## src/rtl/core/ppsm_pkg.sv

```systemverilog
// Shared constants for the priority preempting slot manager.
// Request codes, status codes, field widths and reset defaults.
// No dependencies.
package ppsm_pkg;

  localparam int ID_W    = 8;
  localparam int PRIO_W  = 8;
  localparam int LIMIT_W = 3;
  localparam int REQ_W   = 2;
  localparam int ST_W    = 2;

  localparam int HOLDER_DEPTH_DEF = 4;
  localparam int WAITER_DEPTH_DEF = 8;

  localparam logic [LIMIT_W-1:0] DEC_LIMIT_RST = 3'd3;
  localparam logic [LIMIT_W-1:0] ENC_LIMIT_RST = 3'd1;

  // configuration register indexes
  localparam logic CFG_DEC_LIMIT = 1'b0;
  localparam logic CFG_ENC_LIMIT = 1'b1;

  localparam logic [REQ_W-1:0] REQ_ACQUIRE = 2'd0;
  localparam logic [REQ_W-1:0] REQ_RELEASE = 2'd1;
  localparam logic [REQ_W-1:0] REQ_WAIT_IN = 2'd2;
  localparam logic [REQ_W-1:0] REQ_WAIT_OUT = 2'd3;

  localparam logic [ST_W-1:0] ST_OK       = 2'd0;
  localparam logic [ST_W-1:0] ST_INSUFF   = 2'd1;
  localparam logic [ST_W-1:0] ST_UNDEF    = 2'd2;
  localparam logic [ST_W-1:0] ST_NOTFOUND = 2'd3;

endpackage

```

## src/rtl/core/ppsm_ram.sv

```systemverilog
// Simple dual-port list storage: one write port, one registered read port.
// Used for the holder and waiter lists. No package dependency.
module ppsm_ram #(
  parameter int WIDTH = 8,
  parameter int AW    = 2
) (
  input  logic             clk,
  input  logic             we,
  input  logic [AW-1:0]    waddr,
  input  logic [WIDTH-1:0] wdata,
  input  logic [AW-1:0]    raddr,
  output logic [WIDTH-1:0] rdata
);

  logic [WIDTH-1:0] mem [2**AW];
  logic [WIDTH-1:0] rdata_r;

  always_ff @(posedge clk) begin
    if (we) begin
      mem[waddr] <= wdata;
    end
    rdata_r <= mem[raddr];
  end

  assign rdata = rdata_r;

endmodule

```

## src/rtl/core/priority_preempting_slot_manager_unit.sv

```systemverilog
// Slot manager top level: sequencer, counters, config and shared comparator.
// Depends on ppsm_pkg and ppsm_ram.
//
// Usage:
//   Requests enter on start with in_req_type, in_pool_select, in_client_id and
//   in_client_priority; a request is taken at a clock edge with start high and
//   busy low. Each request gives exactly one result, shown for one cycle with
//   out_valid high. The receiver cannot stall; results must be taken as shown.
//   Steps per request kind:
//     immediate results (empty or full list, limit of zero): the result only
//     append to a holder or waiting list: an append step, then the result
//     acquire with preemption: priority scan, find and shift, append, result
//     release: find and shift, then a read and shift of the waiting list when
//       a waiter is woken
//     wait-leave: find and shift in the waiting list
//   Every list step is a read state and a compare state: the list memory has one
//   registered read port, and one 8-bit comparator is shared by all scans. busy is
//   high from the cycle after acceptance until the result cycle and stays low for
//   immediate results; the next request may start in the cycle out_valid shows.
//   cfg_we writes a slot limit; write it only while idle.
//   Synchronous reset (rst_n low) empties all lists through their counts and
//   restores the limits to 3 (decoder) and 1 (encoder); list contents are left.
module priority_preempting_slot_manager_unit #(
  parameter int HOLDER_DEPTH = ppsm_pkg::HOLDER_DEPTH_DEF,
  parameter int WAITER_DEPTH = ppsm_pkg::WAITER_DEPTH_DEF
) (
  input  logic                           clk,
  input  logic                           rst_n,
  input  logic                           start,
  output logic                           busy,
  input  logic [ppsm_pkg::REQ_W-1:0]     in_req_type,
  input  logic                           in_pool_select,
  input  logic [ppsm_pkg::ID_W-1:0]      in_client_id,
  input  logic [ppsm_pkg::PRIO_W-1:0]    in_client_priority,
  output logic                           out_valid,
  output logic [ppsm_pkg::ST_W-1:0]      out_status,
  output logic                           out_evicted_valid,
  output logic [ppsm_pkg::ID_W-1:0]      out_evicted_id,
  output logic                           out_wake_valid,
  output logic [ppsm_pkg::ID_W-1:0]      out_wake_id,
  input  logic                           cfg_we,
  input  logic                           cfg_index,
  input  logic [ppsm_pkg::LIMIT_W-1:0]   cfg_wdata
);

  localparam int ID_W    = ppsm_pkg::ID_W;
  localparam int PRIO_W  = ppsm_pkg::PRIO_W;
  localparam int HIDX_W  = (HOLDER_DEPTH > 1) ? $clog2(HOLDER_DEPTH) : 1;
  localparam int WIDX_W  = (WAITER_DEPTH > 1) ? $clog2(WAITER_DEPTH) : 1;
  localparam int HCNT_W  = $clog2(HOLDER_DEPTH + 1);
  localparam int WCNT_W  = $clog2(WAITER_DEPTH + 1);
  localparam int IW      = (HCNT_W > WCNT_W) ? HCNT_W : WCNT_W;
  localparam int LW      = (HCNT_W > ppsm_pkg::LIMIT_W) ? HCNT_W : ppsm_pkg::LIMIT_W;
  localparam int HE_W    = ID_W + PRIO_W;

  localparam logic [1:0] S_IDLE   = 2'd0;
  localparam logic [1:0] S_RD     = 2'd1;
  localparam logic [1:0] S_CMP    = 2'd2;
  localparam logic [1:0] S_APPEND = 2'd3;

  localparam logic [2:0] PH_PRIO   = 3'd0;
  localparam logic [2:0] PH_HFIND  = 3'd1;
  localparam logic [2:0] PH_HSHIFT = 3'd2;
  localparam logic [2:0] PH_WHEAD  = 3'd3;
  localparam logic [2:0] PH_WFIND  = 3'd4;
  localparam logic [2:0] PH_WSHIFT = 3'd5;

  logic [1:0]                    state_r, state_nxt;
  logic [2:0]                    phase_r, phase_nxt;
  logic [ppsm_pkg::REQ_W-1:0]    req_r, req_nxt;
  logic                          pool_r, pool_nxt;
  logic [ID_W-1:0]               id_r, id_nxt;
  logic [PRIO_W-1:0]             prio_r, prio_nxt;
  logic [7:0]                    op_r, op_nxt;
  logic [IW-1:0]                 idx_r, idx_nxt;
  logic [IW-1:0]                 end_r, end_nxt;
  logic                          found_r, found_nxt;
  logic                          app_wait_r, app_wait_nxt;
  logic [ppsm_pkg::ST_W-1:0]     status_r, status_nxt;
  logic                          evv_r, evv_nxt;
  logic [ID_W-1:0]               evid_r, evid_nxt;
  logic                          wkv_r, wkv_nxt;
  logic [ID_W-1:0]               wkid_r, wkid_nxt;
  logic                          out_valid_r, out_valid_nxt;
  logic [HCNT_W-1:0]             hcnt_r [2];
  logic [HCNT_W-1:0]             hcnt_nxt [2];
  logic [WCNT_W-1:0]             wcnt_r [2];
  logic [WCNT_W-1:0]             wcnt_nxt [2];
  logic [ppsm_pkg::LIMIT_W-1:0]  lim_r [2];

  // list memories
  logic              h_we, w_we;
  logic [HIDX_W:0]   h_waddr, h_raddr;
  logic [WIDX_W:0]   w_waddr, w_raddr;
  logic [HE_W-1:0]   h_wdata, h_rdata;
  logic [ID_W-1:0]   w_wdata, w_rdata;
  logic [IW-1:0]     rd_idx;
  logic [ID_W-1:0]   h_rd_id;
  logic [PRIO_W-1:0] h_rd_prio;

  // shared comparator
  logic [7:0] cmp_a;
  logic       cmp_gt, cmp_eq;

  logic [HCNT_W-1:0] hcnt_i;
  logic [WCNT_W-1:0] wcnt_i;
  logic [ppsm_pkg::LIMIT_W-1:0] lim_i;
  logic [IW:0]       idx_p1, idx_p2;
  logic              is_last, is_last2;

  assign h_rd_id   = h_rdata[HE_W-1:PRIO_W];
  assign h_rd_prio = h_rdata[PRIO_W-1:0];

  assign rd_idx  = (phase_r == PH_HSHIFT || phase_r == PH_WSHIFT) ? IW'(idx_r + 1'b1) : idx_r;
  assign h_raddr = {pool_r, rd_idx[HIDX_W-1:0]};
  assign w_raddr = {pool_r, rd_idx[WIDX_W-1:0]};
  assign h_waddr = {pool_r, idx_r[HIDX_W-1:0]};
  assign w_waddr = {pool_r, idx_r[WIDX_W-1:0]};

  always_comb begin
    case (phase_r)
      PH_PRIO:   cmp_a = h_rd_prio;
      PH_HFIND:  cmp_a = h_rd_id;
      default:   cmp_a = w_rdata;
    endcase
  end

  assign cmp_gt = cmp_a > op_r;
  assign cmp_eq = cmp_a == op_r;

  assign idx_p1   = {1'b0, idx_r} + 1'b1;
  assign idx_p2   = {1'b0, idx_r} + 2'd2;
  assign is_last  = idx_p1 >= {1'b0, end_r};
  assign is_last2 = idx_p2 >= {1'b0, end_r};

  assign hcnt_i = hcnt_r[in_pool_select];
  assign wcnt_i = wcnt_r[in_pool_select];
  assign lim_i  = lim_r[in_pool_select];

  always_comb begin
    logic hsh_done;
    logic wsh_done;
    logic finish;
    hsh_done      = 1'b0;
    wsh_done      = 1'b0;
    finish        = 1'b0;
    state_nxt     = state_r;
    phase_nxt     = phase_r;
    req_nxt       = req_r;
    pool_nxt      = pool_r;
    id_nxt        = id_r;
    prio_nxt      = prio_r;
    op_nxt        = op_r;
    idx_nxt       = idx_r;
    end_nxt       = end_r;
    found_nxt     = found_r;
    app_wait_nxt  = app_wait_r;
    status_nxt    = status_r;
    evv_nxt       = evv_r;
    evid_nxt      = evid_r;
    wkv_nxt       = wkv_r;
    wkid_nxt      = wkid_r;
    hcnt_nxt      = hcnt_r;
    wcnt_nxt      = wcnt_r;
    h_we          = 1'b0;
    w_we          = 1'b0;
    h_wdata       = h_rdata;
    w_wdata       = w_rdata;

    case (state_r)
      S_IDLE: begin
        if (start) begin
          req_nxt    = in_req_type;
          pool_nxt   = in_pool_select;
          id_nxt     = in_client_id;
          prio_nxt   = in_client_priority;
          status_nxt = ppsm_pkg::ST_OK;
          evv_nxt    = 1'b0;
          evid_nxt   = '0;
          wkv_nxt    = 1'b0;
          wkid_nxt   = '0;
          idx_nxt    = '0;
          found_nxt  = 1'b0;
          case (in_req_type)
            ppsm_pkg::REQ_ACQUIRE: begin
              if (hcnt_i < HCNT_W'(HOLDER_DEPTH) && LW'(hcnt_i) < LW'(lim_i)) begin
                idx_nxt                  = IW'(hcnt_i);
                app_wait_nxt             = 1'b0;
                hcnt_nxt[in_pool_select] = hcnt_i + 1'b1;
                state_nxt                = S_APPEND;
              end else if (hcnt_i == '0) begin
                status_nxt = ppsm_pkg::ST_INSUFF;
                finish     = 1'b1;
              end else begin
                phase_nxt = PH_PRIO;
                op_nxt    = in_client_priority;
                end_nxt   = IW'(hcnt_i);
                state_nxt = S_RD;
              end
            end
            ppsm_pkg::REQ_RELEASE: begin
              if (hcnt_i == '0) begin
                status_nxt = ppsm_pkg::ST_UNDEF;
                finish     = 1'b1;
              end else begin
                phase_nxt = PH_HFIND;
                op_nxt    = in_client_id;
                end_nxt   = IW'(hcnt_i);
                state_nxt = S_RD;
              end
            end
            ppsm_pkg::REQ_WAIT_IN: begin
              if (wcnt_i == WCNT_W'(WAITER_DEPTH)) begin
                status_nxt = ppsm_pkg::ST_INSUFF;
                finish     = 1'b1;
              end else begin
                idx_nxt                  = IW'(wcnt_i);
                app_wait_nxt             = 1'b1;
                wcnt_nxt[in_pool_select] = wcnt_i + 1'b1;
                state_nxt                = S_APPEND;
              end
            end
            default: begin
              if (wcnt_i == '0) begin
                status_nxt = ppsm_pkg::ST_UNDEF;
                finish     = 1'b1;
              end else begin
                phase_nxt = PH_WFIND;
                op_nxt    = in_client_id;
                end_nxt   = IW'(wcnt_i);
                state_nxt = S_RD;
              end
            end
          endcase
        end
      end

      S_RD: begin
        state_nxt = S_CMP;
      end

      S_CMP: begin
        case (phase_r)
          PH_PRIO: begin
            // first holder with the largest priority number above the best so far
            if (cmp_gt) begin
              op_nxt    = h_rd_prio;
              evid_nxt  = h_rd_id;
              found_nxt = 1'b1;
            end
            if (is_last) begin
              if (found_r || cmp_gt) begin
                // look up the first entry that carries the evicted id
                phase_nxt = PH_HFIND;
                op_nxt    = cmp_gt ? h_rd_id : evid_r;
                idx_nxt   = '0;
                state_nxt = S_RD;
              end else begin
                status_nxt = ppsm_pkg::ST_INSUFF;
                finish     = 1'b1;
              end
            end else begin
              idx_nxt   = IW'(idx_p1);
              state_nxt = S_RD;
            end
          end
          PH_HFIND: begin
            if (cmp_eq) begin
              if (is_last) begin
                hsh_done = 1'b1;
              end else begin
                phase_nxt = PH_HSHIFT;
                state_nxt = S_RD;
              end
            end else if (is_last) begin
              status_nxt = ppsm_pkg::ST_UNDEF;
              finish     = 1'b1;
            end else begin
              idx_nxt   = IW'(idx_p1);
              state_nxt = S_RD;
            end
          end
          PH_HSHIFT: begin
            h_we = 1'b1;
            if (is_last2) begin
              hsh_done = 1'b1;
            end else begin
              idx_nxt   = IW'(idx_p1);
              state_nxt = S_RD;
            end
          end
          PH_WHEAD: begin
            wkv_nxt  = 1'b1;
            wkid_nxt = w_rdata;
            if (is_last) begin
              wsh_done = 1'b1;
            end else begin
              phase_nxt = PH_WSHIFT;
              state_nxt = S_RD;
            end
          end
          PH_WFIND: begin
            if (cmp_eq) begin
              if (is_last) begin
                wsh_done = 1'b1;
              end else begin
                phase_nxt = PH_WSHIFT;
                state_nxt = S_RD;
              end
            end else if (is_last) begin
              status_nxt = ppsm_pkg::ST_NOTFOUND;
              finish     = 1'b1;
            end else begin
              idx_nxt   = IW'(idx_p1);
              state_nxt = S_RD;
            end
          end
          PH_WSHIFT: begin
            w_we = 1'b1;
            if (is_last2) begin
              wsh_done = 1'b1;
            end else begin
              idx_nxt   = IW'(idx_p1);
              state_nxt = S_RD;
            end
          end
          default: begin
            finish = 1'b1;
          end
        endcase
      end

      S_APPEND: begin
        if (app_wait_r) begin
          w_we    = 1'b1;
          w_wdata = id_r;
        end else begin
          h_we    = 1'b1;
          h_wdata = {id_r, prio_r};
        end
        finish = 1'b1;
      end

      default: begin
        state_nxt = S_IDLE;
      end
    endcase

    if (hsh_done) begin
      if (req_r == ppsm_pkg::REQ_ACQUIRE) begin
        // requester takes the last slot, count unchanged
        evv_nxt      = 1'b1;
        idx_nxt      = end_r - 1'b1;
        app_wait_nxt = 1'b0;
        state_nxt    = S_APPEND;
      end else begin
        hcnt_nxt[pool_r] = hcnt_r[pool_r] - 1'b1;
        if (wcnt_r[pool_r] != '0) begin
          phase_nxt = PH_WHEAD;
          idx_nxt   = '0;
          end_nxt   = IW'(wcnt_r[pool_r]);
          state_nxt = S_RD;
        end else begin
          finish = 1'b1;
        end
      end
    end

    if (wsh_done) begin
      wcnt_nxt[pool_r] = wcnt_r[pool_r] - 1'b1;
      finish           = 1'b1;
    end

    if (finish) begin
      state_nxt = S_IDLE;
    end
    out_valid_nxt = finish;
  end

  always_ff @(posedge clk) begin
    if (!rst_n) begin
      state_r     <= S_IDLE;
      phase_r     <= PH_PRIO;
      out_valid_r <= 1'b0;
      hcnt_r[0]   <= '0;
      hcnt_r[1]   <= '0;
      wcnt_r[0]   <= '0;
      wcnt_r[1]   <= '0;
      lim_r[0]    <= ppsm_pkg::DEC_LIMIT_RST;
      lim_r[1]    <= ppsm_pkg::ENC_LIMIT_RST;
    end else begin
      state_r     <= state_nxt;
      phase_r     <= phase_nxt;
      out_valid_r <= out_valid_nxt;
      hcnt_r      <= hcnt_nxt;
      wcnt_r      <= wcnt_nxt;
      if (cfg_we) begin
        case (cfg_index)
          ppsm_pkg::CFG_DEC_LIMIT: lim_r[0] <= cfg_wdata;
          ppsm_pkg::CFG_ENC_LIMIT: lim_r[1] <= cfg_wdata;
          default: lim_r[0] <= lim_r[0];
        endcase
      end
    end
  end

  always_ff @(posedge clk) begin
    req_r      <= req_nxt;
    pool_r     <= pool_nxt;
    id_r       <= id_nxt;
    prio_r     <= prio_nxt;
    op_r       <= op_nxt;
    idx_r      <= idx_nxt;
    end_r      <= end_nxt;
    found_r    <= found_nxt;
    app_wait_r <= app_wait_nxt;
    status_r   <= status_nxt;
    evv_r      <= evv_nxt;
    evid_r     <= evid_nxt;
    wkv_r      <= wkv_nxt;
    wkid_r     <= wkid_nxt;
  end

  ppsm_ram #(
    .WIDTH (HE_W),
    .AW    (HIDX_W + 1)
  ) u_holder_ram (
    .clk   (clk),
    .we    (h_we),
    .waddr (h_waddr),
    .wdata (h_wdata),
    .raddr (h_raddr),
    .rdata (h_rdata)
  );

  ppsm_ram #(
    .WIDTH (ID_W),
    .AW    (WIDX_W + 1)
  ) u_waiter_ram (
    .clk   (clk),
    .we    (w_we),
    .waddr (w_waddr),
    .wdata (w_wdata),
    .raddr (w_raddr),
    .rdata (w_rdata)
  );

  assign busy              = state_r != S_IDLE;
  assign out_valid         = out_valid_r;
  assign out_status        = status_r;
  assign out_evicted_valid = evv_r;
  assign out_evicted_id    = evid_r;
  assign out_wake_valid    = wkv_r;
  assign out_wake_id       = wkid_r;

  // a result only follows an accepted request or a request in progress
  a_result_has_request: assert property (@(posedge clk) disable iff (!rst_n)
    out_valid_r |-> $past(state_r != S_IDLE || start))
    else $error("result without a request");

  a_holder_bound: assert property (@(posedge clk) disable iff (!rst_n)
    hcnt_r[0] <= HCNT_W'(HOLDER_DEPTH) && hcnt_r[1] <= HCNT_W'(HOLDER_DEPTH))
    else $error("holder count beyond depth");

  a_waiter_bound: assert property (@(posedge clk) disable iff (!rst_n)
    wcnt_r[0] <= WCNT_W'(WAITER_DEPTH) && wcnt_r[1] <= WCNT_W'(WAITER_DEPTH))
    else $error("waiter count beyond depth");

  // preemption only on a successful acquire, never together with a wake
  a_evict_clean: assert property (@(posedge clk) disable iff (!rst_n)
    out_valid_r && evv_r |-> status_r == ppsm_pkg::ST_OK && !wkv_r
      && req_r == ppsm_pkg::REQ_ACQUIRE)
    else $error("eviction reported outside a successful acquire");

endmodule
```

## config.mk

```make
export PLATFORM = sky130hd
export DESIGN_NAME = priority_preempting_slot_manager_unit
export DESIGN_NICKNAME = d
export VERILOG_FILES = /design/src/rtl/core/ppsm_pkg.sv /design/src/rtl/core/ppsm_ram.sv /design/src/rtl/core/priority_preempting_slot_manager_unit.sv
export SDC_FILE = /design/constraint.sdc
export NUM_CORES = 1
export LEC_CHECK = 0
export BUFFER_PORTS_ARGS = -buffer_cell sky130_fd_sc_hd__buf_2
export CAP_MARGIN = 25
export CELL_PAD_IN_SITES_DETAIL_PLACEMENT = 1
export CELL_PAD_IN_SITES_GLOBAL_PLACEMENT = 2
export CORE_UTILIZATION = 46
export DETAILED_ROUTE_END_ITERATION = 12
export PLACE_DENSITY = 0.8
export SETUP_SLACK_MARGIN = 0.5
export SLEW_MARGIN = 30
export SYNTH_ARGS = -nofsm -noshare
export SYNTH_HDL_FRONTEND = slang
export SYNTH_SLANG_ARGS = --single-unit
```

## constraint.sdc

```tcl
create_clock -name clk -period 4.3 [get_ports clk]
set_clock_uncertainty 0.05 [all_clocks]
set_input_delay 0.86 -clock clk [delete_from_list [all_inputs] [get_ports clk]]
set_output_delay 0.86 -clock clk [all_outputs]
set_load 0.02 [all_outputs]
```

After elaboration in Yosys (flattened, before gate mapping)
Memories as Yosys holds them, arrays and structs flattened. A register that Yosys moved wholly into a read port is not among the register bits. Cells that the tools add are included.

Bitwise gates (word level): 5. Eq/ne operators: 28. Magnitude comparators: 9. Add/sub/neg operators: 8. Reduce and logical (&&, ||, !) cells: 25. Multiplexer cells: 188.

Operator list (count): $mux 8 (20); $mux 4 (26); $mux 3 (26); $pmux 8 s2 (4); $mux 1 (51); $mux 2 (21); $mux 6 (6); $mux 16 (2); $pmux 2 s3 (5); $ne 3x3->1 const B (9); $pmux 4 s3 (2); $pmux 8 s3 (1); $bwmux 8 (2); $pmux 4 s2 (2); $bwmux 6 (2); $pmux 1 s2 (6); $pmux 1 s3 (4); $pmux 3 s4 (1); $ge 5x4->1 (2); $pmux 3 s3 (1); $reduce_and 9->1 (1); $demux 4 s1 (2); $eq 8x8->1 (1); $gt 8x8->1 (1); 39 further kinds (65).

Memory bits (writable): 262. Bits of input ports: 27. Register bits after elaboration: 77. Output and inout port bits: 22. Logic and storage cells: 287. Memories kept: 3.

Memories: u_holder_ram.mem (words 8, bits a word 16, read ports 1, clocked after Yosys merged registers in 1, write ports 1, line ppsm_ram.sv:15) `logic [WIDTH-1:0] mem [2**AW];`; u_waiter_ram.mem (words 16, bits a word 8, read ports 1, clocked after Yosys merged registers in 1, write ports 1, line ppsm_ram.sv:15); lim_r (words 2, bits a word 3, read ports 1, clocked after Yosys merged registers in 0, write ports 2, line priority_preempting_slot_manager_unit.sv:89) `logic [ppsm_pkg::LIMIT_W-1:0] lim_r [2];`.

Longest topological paths before layout
Gate-level depths: netlist (run 1).

Depth after elaboration: 15. Gate-level depth with buffers: 16. Gate-level depth less buffers: 11.

Cells and area by module
A second synthesis (run 1) with hierarchy kept.

Cells, all modules: 1065. Area total of the unflattened synthesis: 16246.8 sq um.

By module, submodules not included: priority_preempting_slot_manager_unit (area an instance 5805.6 sq um, sequential area each 2192.1 sq um, cells each 622, times used 1); ppsm_ram (u_holder_ram) (area an instance 5293.8 sq um, sequential area each 4164.0 sq um, cells each 214, times used 1); ppsm_ram (u_waiter_ram) (area an instance 5147.4 sq um, sequential area each 4003.8 sq um, cells each 229, times used 1).

Least setup slack after synthesis (run 1)
OpenSTA, ideal clock, no wires.

Kind: reg2reg. From: register phase_r[0]. To: register phase_r[0]. Data required time: 4.125 ns. Cell stages (with the launch flop): 15. Arrival: 3.645 ns. Period minus slack after synthesis: 3.820 ns. Path buffers: 4. Slack: 0.480 ns. Library setup time: 0.125 ns. Cell sequence: dfxtp_1 > clkbuf_1 > clkbuf_1 > buf_1 > mux2i_1 > a21oi_1 > ha_1 > nand4_1 > or2_2 > clkbuf_1 > nand2_1 > o311ai_1 > nand2_1 > o21ai_0 > o41a_1.

Longest elaborated chain between the ends: 11. Elaborated cells between the ends (all ways): 29. Those cells by class: order compare: 1; eq/ne: 5; mux: 21; reduce/logical: 2.

RTL lines: from (decl) (line priority_preempting_slot_manager_unit.sv:69) `logic [2:0] phase_r, phase_nxt;`; from (signal assigned) (line priority_preempting_slot_manager_unit.sv:393) `phase_r <= phase_nxt;`; $eq 3x1->1 or $logic_not 3->1 (tied branches) (line priority_preempting_slot_manager_unit.sv:121, priority_preempting_slot_manager_unit.sv:243); $pmux 8 s2 (line priority_preempting_slot_manager_unit.sv:121) `case (phase_r)`; $gt 8x8->1 (line priority_preempting_slot_manager_unit.sv:128) `assign cmp_gt = cmp_a > op_r;`; $logic_or 1x1->1 (line priority_preempting_slot_manager_unit.sv:252) `if (found_r || cmp_gt) begin`; $mux 3 (line priority_preempting_slot_manager_unit.sv:252); $mux 3 (line priority_preempting_slot_manager_unit.sv:251) `if (is_last) begin`; $pmux 3 s4 (line priority_preempting_slot_manager_unit.sv:243) `case (phase_r)`; $pmux 3 s2 (line priority_preempting_slot_manager_unit.sv:170) `case (state_r)`; $mux 3 (line priority_preempting_slot_manager_unit.sv:358) `if (wcnt_r[pool_r] != '0) begin`; $mux 3 (line priority_preempting_slot_manager_unit.sv:350) `if (req_r == ppsm_pkg::REQ_ACQUIRE) begin`; $mux 3 * (line priority_preempting_slot_manager_unit.sv:349) `if (hsh_done) begin`.

Mark *: on every way between the ends. The rest lies on a longest branch, timed or not. A chain may end at the register's enable or synchronous reset.

Worst setup path after layout (run 1)
Same ends and word-level chain as after synthesis.

==> qor.yml, run 1 <==
setup_path:
  worstPathRequired_ps: 4680
  worstPathArrival_ps: 4160
  path_class: "register to register"
  rrSetupSlack_ps: 530
  crit_path_end_kind: "register"
  r2r-start: "phase_r[0]"
  start_kind: "register"
  reg2reg_depth: 10
  r2r_end: "phase_r[0]"
  crit_fanout: 9
synthesis:
  avgSynthCellArea_um2: 15.2
  synthCells: 1060
  ys_async_sr_fraction: 0
  seq_area_frac_synth: 0.642
  ys_warn_count: 0
  synth-seq-cells: 363
  netlist-cell-type-count: 74
  synth_nets: 1117
  synth_edf_count: 309
  syn_area_um2: 16100
  synth_flop_cell: "edfxtp_1"
die:
  initial_core_util: 0.467
  die_area_um2: 35800
  fp.dieH_um: 189
  die_w_um: 189
  num_rows: 68
  io_pins: 49
  floorplan.core_area_um2: 34500
finish:
  syn2layout_area_growth_pct: 14.0
  final_nets: 1190
  final_common_cell: "edfxtp_1"
  n_fill_cell: 3326
  fin_util: 0.533
  layout-drive-gt1-share: 0.248
  final_cell_mix: "edfxtp_1 (309), nand2_1 (74), mux4_2 (72)"
hold_path:
  worst_hold_path.endpoint: "out_evicted_valid"
  min_path_type: "register to register"
  whs_path_depth: 2
  hold_path.startpoint: "out_evicted_valid"
detailed_routing:
  first_pass_iters: 5
  drtIter0Drc: 871
  drc: 0
  viasPerCell: 6.07
  drt.antenna.violating_nets: 0
  wl_per_cell_um: 26.6
  vias: 9838
  finalWirelength_mm: 43.1
grt:
  grt_first_pass_wirelength_mm: 65.7
  grt_pass1_vias: 10292
  track_usage: 0.248
  grt_max_degree: 65
  antenna_found_initial: 1
  grt_overflow: 0
job:
  cap_viol_max_count: 0
timing:
  tns_ps: 0
  rsz0062_at_grt: "true"
  min_period_over_period: 0.878
  hold_ws_ps: 440
  worst_slew_pin_slew_ps: 840
  fin_crit_ps: 3770
  hold_viol_final: 0
  max_clock_freq_mhz: 265
  setup_violations: 0
  slew-limit-headroom: 0.440
  slew_viol_final: 0
cts:
  root_buffer: "clkbuf_16"
  clock_sinks: 363
  cts_tree: "built"
  clk_pin_slew_ps: 60
  clock_path_buffers: 3
  cts_max_level: 2
  postCtsSetupBuffers: 0
  cts_hold_buf: 0
  cts_buffers: 39
  clock_latency_ps: 550
power:
  p_leak_nw: 6.40
  p_total_mw: 11.0
  powerDensity_nw_per_um2: 598
  irDropWorstVdd_mv: 0.366
placed_design:
  place_congestion: 0.875
  io_buffers: 48
  post-dp-hpwl_mm: 29.0
outcome:
  status: "finished, final reports clean"
-- worst max path at each step --
stage / start / endpoint / slack [ps] / cells after the start
after floorplan: in_pool_select / op_r[0] / 630 / 10
after global placement: phase_r[0] / op_r[1] / 570 / 9
after detailed placement: in_pool_select / op_r[1] / 530 / 9
after CTS: phase_r[0] / phase_r[0] / 530 / 10
after global routing: phase_r[0] / phase_r[0] / 330 / 10
final: phase_r[0] / phase_r[0] / 530 / 10
-- per-layer routing --
| metal | GRT usage | share of wire |
|---|---|---|
| met1 | 0.345 | 0.44 |
| met2 | 0.405 | 0.48 |
| met3 | 0.0384 | 0.051 |
| met4 | 0.0698 | 0.022 |
| met5 | 0 | 0 |
-- critical path: stages (launching register included) --
cell and delay [ps]:
dfxtp_1 690, mux2i_1 290, a21oi_1 100, ha_1 310, nand4_1 240, or2_2 460, nand2_1 150, o311ai_2 200
nand2_1 490, o21ai_0 270, o41a_1 400
-- kinds of logic (layout without fill, tap and decap cells) --
logic type	Yosys count	in the layout	synth area share
AO/OA/AOI/OAI	178	178	0.0769
buffers and inverters	88	192	0.0237
AND/OR/NAND/NOR	225	225	0.0658
adder cells (fa/ha/maj)	31	31	0.0239
flip-flops	363	363	0.642
other	0	1	0
XOR/XNOR	15	15	0.00930
multiplexers	160	160	0.159
-- area by class of cell --
| class | count | area [um^2] | area share |
|---|---|---|---|
| clock inverters | 20 | 244 | 0.0133 |
| flip-flops and latches | 363 | 10400 | 0.563 |
| multi-input cells | 609 | 5450 | 0.296 |
| well taps | 455 | 569 | 0.0309 |
| clock buffers | 52 | 1110 | 0.0602 |
| diodes | 1 | 2.50 | 0.000136 |
| inverters | 34 | 128 | 0.00693 |
| repair buffers | 86 | 551 | 0.0299 |
-- timing repair --
action | CTS | global route
endpoints found under the setup margin | 0 | 18
hold endpoints to repair | 0 | 0
resized for setup | 0 | 4
-- synthesized netlist by cell type, types with 5 or more instances --
library cell / instances / area, um^2
nand2b_1: 10 / 62.6
inv_1: 32 / 120
clkbuf_1: 32 / 120
o22ai_1: 9 / 56.3
or2_2: 5 / 31.3
mux2i_1: 43 / 430
a22oi_1: 5 / 37.5
o21ai_0: 26 / 130
and2_1: 16 / 100
ha_1: 30 / 375
nor2_1: 61 / 229
o21a_1: 7 / 52.6
xnor2_1: 10 / 87.6
mux2_2: 44 / 495
buf_2: 9 / 45.0
edfxtp_1: 309 / 9280
nor2b_1: 5 / 31.3
buf_1: 6 / 22.5
nand3_1: 7 / 35.0
nand2_1: 74 / 278
mux4_2: 72 / 1620
a21oi_1: 38 / 190
a211oi_1: 18 / 135
dfxtp_1: 54 / 1080
a221oi_1: 10 / 87.6
a31oi_1: 11 / 68.8
nor3_1: 23 / 115
and3_1: 5 / 31.3
o31ai_1: 6 / 45.0
-- power by group --
part / total [mW] / leakage (nW) / internal (mW) / switching (mW)
clock network: 3.52 / 0.659 / 2.12 / 1.40
logic: 2.74 / 2.48 / 1.14 / 1.60
registers: 4.74 / 3.26 / 4.40 / 0.338
total: 11.0 / 6.40 / 7.67 / 3.34
-- through the flow --
stage / setup WS (ps) / std cells / cell area (um^2)
2_1_floorplan: 629 / 1060 / 16100
3_3_place_gp: 572 / 1547 / 17000
3_5_place_dp: 534 / 1547 / 17000
4_1_cts: 526 / 1619 / 18400
5_1_grt: 331 / 1619 / 18400
6_report: 526 / 1620 / 18400
(Power assumes the default switching activity.)
==> run 2, diff against run 1 <==
Settings changed: ABC_AREA set to 1, CORE_ASPECT_RATIO set to 1.4, CORE_UTILIZATION 46 to 41.
==> run 2 against run 1 <==
Against the previous run:
- hold slack worse by 24 ps
- flip-flop and latch count is the same
- total power up 19%
- first-iteration DRC count shrank 19%
- critical path depth increased by 5
- synthesized cell count grew 52%
- sequential share of layout area fell by 0.83 points
- routed wire length up 13%
- critical path type unchanged
- largest cell class unchanged
==> qor.yml, run 2 <==
setup_path:
  max_stage_delay_ps: 460  # was 690 ps
  cp_top_family: "simple AND/OR/NAND/NOR gates"  # unchanged
  r2r-start: "phase_r[2]"  # was phase_r[0]
  crit_fanout: 10  # was 9
  path_buf_inv: 3  # was 0
  path_class: "register to register"  # unchanged
  path_depth: 15  # was 10
  cp_common_cell: "nand3_1"  # was nand2_1
  rrSetupSlack_ps: 750  # was 530 ps
  reg2reg_depth: 15  # was 10
  cp_cell_sequence: "clkinv_1 -> nand3_1 -> clkinv_1 -> a21oi_1 -> a21oi_1 -> ha_1 -> nand2_1 -> nor2_1 -> nand3_1 -> inv_1 -> nand3_1 -> nand3_1 -> nand2_1 -> and3_1 -> a21oi_1"  # was mux2i_1 -> a21oi_1 -> ha_1 -> nand4_1 -> or2_2 -> nand2_1 -> o311ai_2 -> nand2_1 -> o21ai_0 -> o41a_1
  critPathSlowestCell: "dfxtp_2"  # was dfxtp_1
  worstPathRequired_ps: 4690  # was 4680 ps
  start_kind: "register"  # unchanged
  worstPathArrival_ps: 3940  # was 4160 ps
  r2r_end: "out_valid"  # was phase_r[0]
  crit_path_end_kind: "register"  # unchanged
synthesis:
  yosys.area.top_type_share: 0.561  # was 0.575
  synth_flop_cell: "edfxtp_1"  # unchanged
  synth_edf_count: 309  # unchanged
  syn_area_um2: 16500  # was 16100 um^2
  synth_common_cells: "edfxtp_1 (309), nand2_1 (272), nor2_1 (201), o21ai_0 (201), inv_1 (140)"  # was edfxtp_1 (309), nand2_1 (74), mux4_2 (72), nor2_1 (61), dfxtp_1 (54)
  netlist-cell-type-count: 48  # was 74
  synthCells: 1611  # was 1060
  yosysTopAreaCell: "edfxtp_1"  # unchanged
  avgSynthCellArea_um2: 10.3  # was 15.2 um^2
  seq_area_frac_synth: 0.627  # was 0.642
  ys_warn_count: 0  # unchanged
  ys_async_sr_fraction: 0  # unchanged
  synth_nets: 1668  # was 1117
  netlist_top_cells_area: "edfxtp_1 (56%), dfxtp_1 (6.5%), nand2_1 (6.2%)"  # was edfxtp_1 (57%), mux4_2 (10%), dfxtp_1 (6.7%)
  yosysMostFrequentCell: "edfxtp_1"  # unchanged
  synth-seq-cells: 363  # unchanged
timing:
  setup_violations: 0  # unchanged
  max_clock_freq_mhz: 282  # was 265 MHz
  slew_viol_final: 0  # unchanged
  worst_slew_pin_slew_ps: 860  # was 840 ps
  slew-limit-headroom: 0.425  # was 0.440
  min_period_over_period: 0.826  # was 0.878
  tns_ps: 0  # unchanged
  hold_viol_final: 0  # unchanged
  fin_crit_ps: 3550  # was 3770 ps
  rsz0062_at_grt: "false"  # was true
  worst_slack_ps: 748  # was 526 ps
finish:
  regArea_um2: 10400  # about the same
  n_fill_cell: 4468  # was 3326
  final_cell_mix: "edfxtp_1 (309), nand2_1 (270), o21ai_0 (198)"  # was edfxtp_1 (309), nand2_1 (74), mux4_2 (72)
  multi_input_area_um2: 5240  # was 5450 um^2
  final_nets: 1720  # was 1190
  syn2layout_area_growth_pct: 13.0  # was 14.0%
  final_common_cell: "edfxtp_1"  # unchanged
  antenna-diode-count: 0  # was 1
  layout-drive-gt1-share: 0.119  # was 0.248
placed_design:
  place_congestion: 0.854  # was 0.875
  post-dp-hpwl_mm: 32.7  # was 29.0 mm
  pre_cts_slack_ps: 443  # was 534 ps
  io_buffers: 48  # unchanged
hold_path:
  hold_path.startpoint: "out_evicted_valid"  # unchanged
  whs_path_depth: 2  # unchanged
  worst_hold_path.endpoint: "out_evicted_valid"  # unchanged
  min_path_type: "register to register"  # unchanged
cts:
  cts_tree: "built"  # unchanged
  clk_pin_slew_ps: 60  # about the same
  clock_path_buffers: 3  # unchanged
  clock_sinks: 363  # unchanged
  clock_latency_ps: 550  # about the same
  root_buffer: "clkbuf_16"  # unchanged
  cts_max_level: 2  # unchanged
  cts_buffers: 37  # was 39
  cts_hold_buf: 0  # unchanged
detailed_routing:
  viasPerCell: 5.43  # was 6.07
  drtIter0Drc: 708  # was 871
  finalWirelength_mm: 48.7  # was 43.1 mm
  wl_per_cell_um: 22.0  # was 26.6 um
  vias: 12060  # was 9838
  first_pass_iters: 5  # unchanged
  drt.antenna.violating_nets: 0  # unchanged
  drc: 0  # unchanged
power:
  power.share.clock: 0.260  # was 0.320
  p_int_mw: 7.95  # was 7.67 mW
  p_leak_nw: 7.29  # was 6.40 nW
  comb_power_share: 0.369  # was 0.249
  irDropWorstVdd_mv: 0.527  # was 0.366 mV
  powerDensity_nw_per_um2: 701  # was 598 nW/um^2
  pwr-share-seq: 0.371  # was 0.431
  p_sw_mw: 5.15  # was 3.34 mW
  switching_share: 0.393  # was 0.303
die:
  initial_core_util: 0.417  # was 0.467
  die_w_um: 172  # was 189 um
  num_rows: 86  # was 68
  floorplan.core_area_um2: 39600  # was 34500 um^2
  die_area_um2: 41100  # was 35800 um^2
  io_pins: 49  # unchanged
  fp.dieH_um: 240  # was 189 um
grt:
  globalRouteMet3Util: 0.0368  # was 0.0384
  track_usage: 0.245  # was 0.248
  grt_pass1_vias: 12570  # was 10292
  grt_use_met2: 0.431  # was 0.405
  grt_max_degree: 125  # was 65
  grtUsageMet1: 0.298  # was 0.345
  top_usage_layer: "met2"  # unchanged
  antenna_found_initial: 0  # was 1
  grt_first_pass_wirelength_mm: 74.6  # was 65.7 mm
  grt_overflow: 0  # unchanged
outcome:
  status: "finished, final reports clean"  # unchanged
job:
  cap_viol_max_count: 0  # unchanged
## run 2: cell count changes in the layout (fill, tap and decap cells not counted), sizes merged, moves of 12 or more
cell / previous run / this run
a211oi: 19 / 2
a21oi: 39 / 51
and2: 17 / 0
inv: 33 / 148
mux2: 44 / 1
mux2i: 44 / 9
mux4: 72 / 0
nand2: 74 / 281
nand3: 7 / 60
nor2: 62 / 203
nor3: 23 / 11
o211ai: 4 / 46
o21ai: 29 / 247
o22ai: 9 / 33
## run 2: area by class of cell
class / count / area share
clock buffers: 50 / 0.0548
clock inverters: 18 / 0.0137
inverters: 151 / 0.0305
multi-input cells: 1023 / 0.281
flip-flops and latches: 363 / 0.555
well taps: 528 / 0.0354
repair buffers: 87 / 0.0303
## run 2: power groups by stage
| stage | Clock [mW] | Combinational, mW | Sequential (mW) |
|---|---|---|---|
| after global routing | 3.57 | 5.40 | 4.89 |
| after CTS | 3.46 | 4.85 | 4.86 |
| after detailed placement | 0 | 4.81 | 4.93 |
| final | 3.40 | 4.84 | 4.86 |
| after global placement | 0 | 4.69 | 4.93 |
| after floorplan | 0 | 3.32 | 4.84 |
## run 2: how the worst max path moves through the flow
stage	start	slack [ps]	endpoint
2_1_floorplan	in_pool_select	1080	op_r[0]
3_3_place_gp	phase_r[1]	520	phase_r[2]
3_5_place_dp	phase_r[1]	440	phase_r[2]
4_1_cts	phase_r[1]	490	hcnt_r[3]
5_1_grt	phase_r[1]	500	op_r[4]
6_report	phase_r[2]	750	out_valid
## run 2: logic make-up after synthesis
family,synth area share
mux,0.00613
xor+xnor,0.00689
buf+inv,0.0594
simple gates,0.144
compound gates,0.134
fa+ha+maj,0.0227
flops,0.627
## run 2: metrics by stage
stage                      util  hold slack (ps)  instance area (um^2)  instances  power [mW]
after global routing      0.472              419                 18700       2220        13.9
after detailed placement  0.438              403                 17300       2152        9.74
final                     0.472              416                 18700       2220        13.1
after floorplan               -              407                 16500       1611        8.16
after global placement    0.438              395                 17300       2152        9.62
after CTS                 0.471              414                 18600       2220        13.2
## run 2: routing by layer
| layer | part of all wire | vias to the layer above | wire length (um) |
|---|---|---|---|
| li1 | - | 5693 | - |
| met1 | 0.41 | 6030 | 20200 |
| met2 | 0.51 | 249 | 25000 |
| met3 | 0.041 | 88 | 2000 |
| met4 | 0.033 | 0 | 1620 |
| met5 | 0 | - | 0 |
## run 2: repair_timing
| action | 4_1_cts | 5_1_grt |
|---|---|---|
| setup endpoints to repair | 7 | 48 |
| buffers inserted | 0 | 0 |
| gates resized for setup | 1 | 13 |
| gates cloned | 0 | 0 |
## run 2: tightest hold or removal path, cell delays in order, from the launching register on
cell,delay [ps]
dfxtp_1,310
nand2_1,60
nand2_1,50
==> run 3, diff against run 2 <==
Settings changed: CORE_UTILIZATION 41 to 37, PLACE_DENSITY 0.8 to 0.76.
Clock period 4.3 ns to 3 ns, I/O delays scaled along.
==> run 3 against run 2 <==
Against the previous run:
- core utilization is 1.1 points lower
- critical path type unchanged
- clock-buffer cell count increased by 6
- total power grew 63%
- sequential power grew 43%
- via count grew 5.5%
- final cell count up 5.8%
- critical endpoint is now op_r[3]
==> qor.yml, run 3 (synthesis gave the netlist of run 2 again) <==
outcome:
  status: "finished, final reports clean"  # unchanged
grt:
  antenna_found_initial: 0  # unchanged
  top_usage_layer: "met2"  # unchanged
  globalRouteMet3Util: 0.0300  # was 0.0368
  track_usage: 0.236  # was 0.245
  grt_first_pass_wirelength_mm: 80.5  # was 74.6 mm
  grt_pass1_vias: 13524  # was 12570
  grt_overflow: 0  # unchanged
  grt_max_degree: 69  # was 125
  grt_use_met2: 0.430  # was 0.431
  grtUsageMet1: 0.268  # was 0.298
die:
  initial_core_util: 0.375  # was 0.417
  num_rows: 91  # was 86
  floorplan.core_area_um2: 44100  # was 39600 um^2
  die_area_um2: 45500  # was 41100 um^2
  fp.dieH_um: 252  # was 240 um
  die_w_um: 181  # was 172 um
  io_pins: 49  # unchanged
detailed_routing:
  finalWirelength_mm: 54.3  # was 48.7 mm
  wl_per_cell_um: 23.1  # was 22.0 um
  vias: 12724  # was 12060
  first_pass_iters: 7  # was 5
  drtIter0Drc: 785  # was 708
  viasPerCell: 5.42  # was 5.43
  drc: 0  # unchanged
  drt.antenna.violating_nets: 0  # unchanged
cts:
  clock_latency_ps: 550  # about the same
  clock_path_buffers: 3  # unchanged
  root_buffer: "clkbuf_16"  # unchanged
  cts_buffers: 38  # was 37
  cts_hold_buf: 0  # unchanged
  cts_tree: "built"  # unchanged
  clock_sinks: 363  # unchanged
  clk_pin_slew_ps: 60  # about the same
  cts_max_level: 2  # unchanged
finish:
  n_fill_cell: 4801  # was 4468
  final_nets: 1819  # was 1720
  final_cell_mix: "edfxtp_1 (309), nand2_1 (250), nor2_1 (186)"  # was edfxtp_1 (309), nand2_1 (270), o21ai_0 (198)
  multi_input_area_um2: 5850  # was 5240 um^2
  syn2layout_area_growth_pct: 22.9  # was 13.0%
  regArea_um2: 10400  # about the same
  final_common_cell: "edfxtp_1"  # unchanged
  layout-drive-gt1-share: 0.223  # was 0.119
  antenna-diode-count: 0  # unchanged
timing:
  slew-limit-headroom: 0.428  # was 0.425
  worst_slew_pin_slew_ps: 849  # was 860 ps
  slew_viol_final: 0  # unchanged
  setup_violations: 0  # unchanged
  fin_crit_ps: 2940  # was 3550 ps
  rsz0062_at_grt: "true"  # was false
  max_clock_freq_mhz: 340  # was 282 MHz
  hold_viol_final: 0  # unchanged
  hold_ws_ps: 205  # was 416 ps
  worst_slack_ps: 62.8  # was 748 ps
  min_period_over_period: 0.979  # was 0.826
power:
  irDropWorstVdd_mv: 0.502  # was 0.527 mV
  p_leak_nw: 7.99  # was 7.29 nW
  powerDensity_nw_per_um2: 1050  # was 701 nW/um^2
setup_path:
  worstPathArrival_ps: 3180  # was 3940 ps
  path_class: "register to register"  # unchanged
  crit_fanout: 8  # was 10
  worstPathRequired_ps: 3240  # was 4690 ps
  crit_path_end_kind: "register"  # unchanged
  start_kind: "register"  # unchanged
placed_design:
  post-dp-hpwl_mm: 35.5  # was 32.7 mm
  pre_cts_slack_ps: -7.35  # was 443 ps
  io_buffers: 48  # unchanged
  place_congestion: 0.873  # was 0.854
job:
  cap_viol_max_count: 0  # unchanged
hold_path:
  min_path_type: "primary input to register"  # was register to register
## run 3: stage by stage
step | std cells | power (mW) | utilization | TNS, ps | cell area [um^2]
5_1_grt | 2349 | 22.5 | 0.461 | -195 | 20300
2_1_floorplan | 1611 | 11.9 | - | 0 | 16800
6_report | 2349 | 21.4 | 0.461 | 0 | 20300
3_5_place_dp | 2257 | 14.8 | 0.414 | -7.35 | 18200
4_1_cts | 2337 | 20.5 | 0.451 | 0 | 19900
3_3_place_gp | 2257 | 14.5 | 0.413 | 0 | 18200
## run 3: area by class of cell
type | count | share of cell area
flip-flops and latches | 363 | 0.510
multi-input cells | 1025 | 0.288
well taps | 558 | 0.0344
inverters | 151 | 0.0294
repair buffers | 183 | 0.0753
clock buffers | 56 | 0.0541
clock inverters | 13 | 0.00837
## run 3: what timing repair did
item,CTS,global route
setup endpoints to repair,185,224
buffers inserted,8,7
pin swaps,31,18
cloned,3,5
gates resized for setup,79,57
hold endpoints to repair,0,0
## run 3: power by group
| part | leakage [nW] | internal (mW) | switching, mW |
|---|---|---|---|
| Clock | 0.623 | 2.89 | 2.01 |
| Sequential | 3.27 | 6.55 | 0.400 |
| Combinational | 4.10 | 3.55 | 5.99 |
## run 3: worst max-delay path, stage by stage (launching register included)
cell	delay [ps]
dfxtp_4	360
inv_6	70
nand2_4	60
nor2_4	120
inv_4	80
buf_8	150
o21ai_2	110
a21oi_1	60
a21oi_1	140
ha_1	260
nand2_1	70
nand2_1	50
nand2_1	50
nand2_1	60
nand2_1	80
nand2_2	80
buf_4	140
a21oi_4	230
nor2_2	150
o211ai_1	210
o21ai_1	100
## run 3: worst paths after layout
| path | startpoint | to | slack (ps) | cells past startpoint |
|---|---|---|---|---|
| setup / recovery | phase_r[1] | op_r[3] | 60 | 20 |
| setup reg to reg | phase_r[1] | op_r[3] | 60 | 20 |
| hold reg to reg | out_evicted_valid | out_evicted_valid | 420 | 2 |
| hold / removal | in_client_priority[3] | prio_r[3] | 200 | 1 |
## run 3: per-layer routing
layer / vias up / routed length [um]
met1: 6419 / 21400
met3: 141 / 1700
met4: 0 / 2800
met5: - / 0
met2: 262 / 28400
li1: 5902 / -
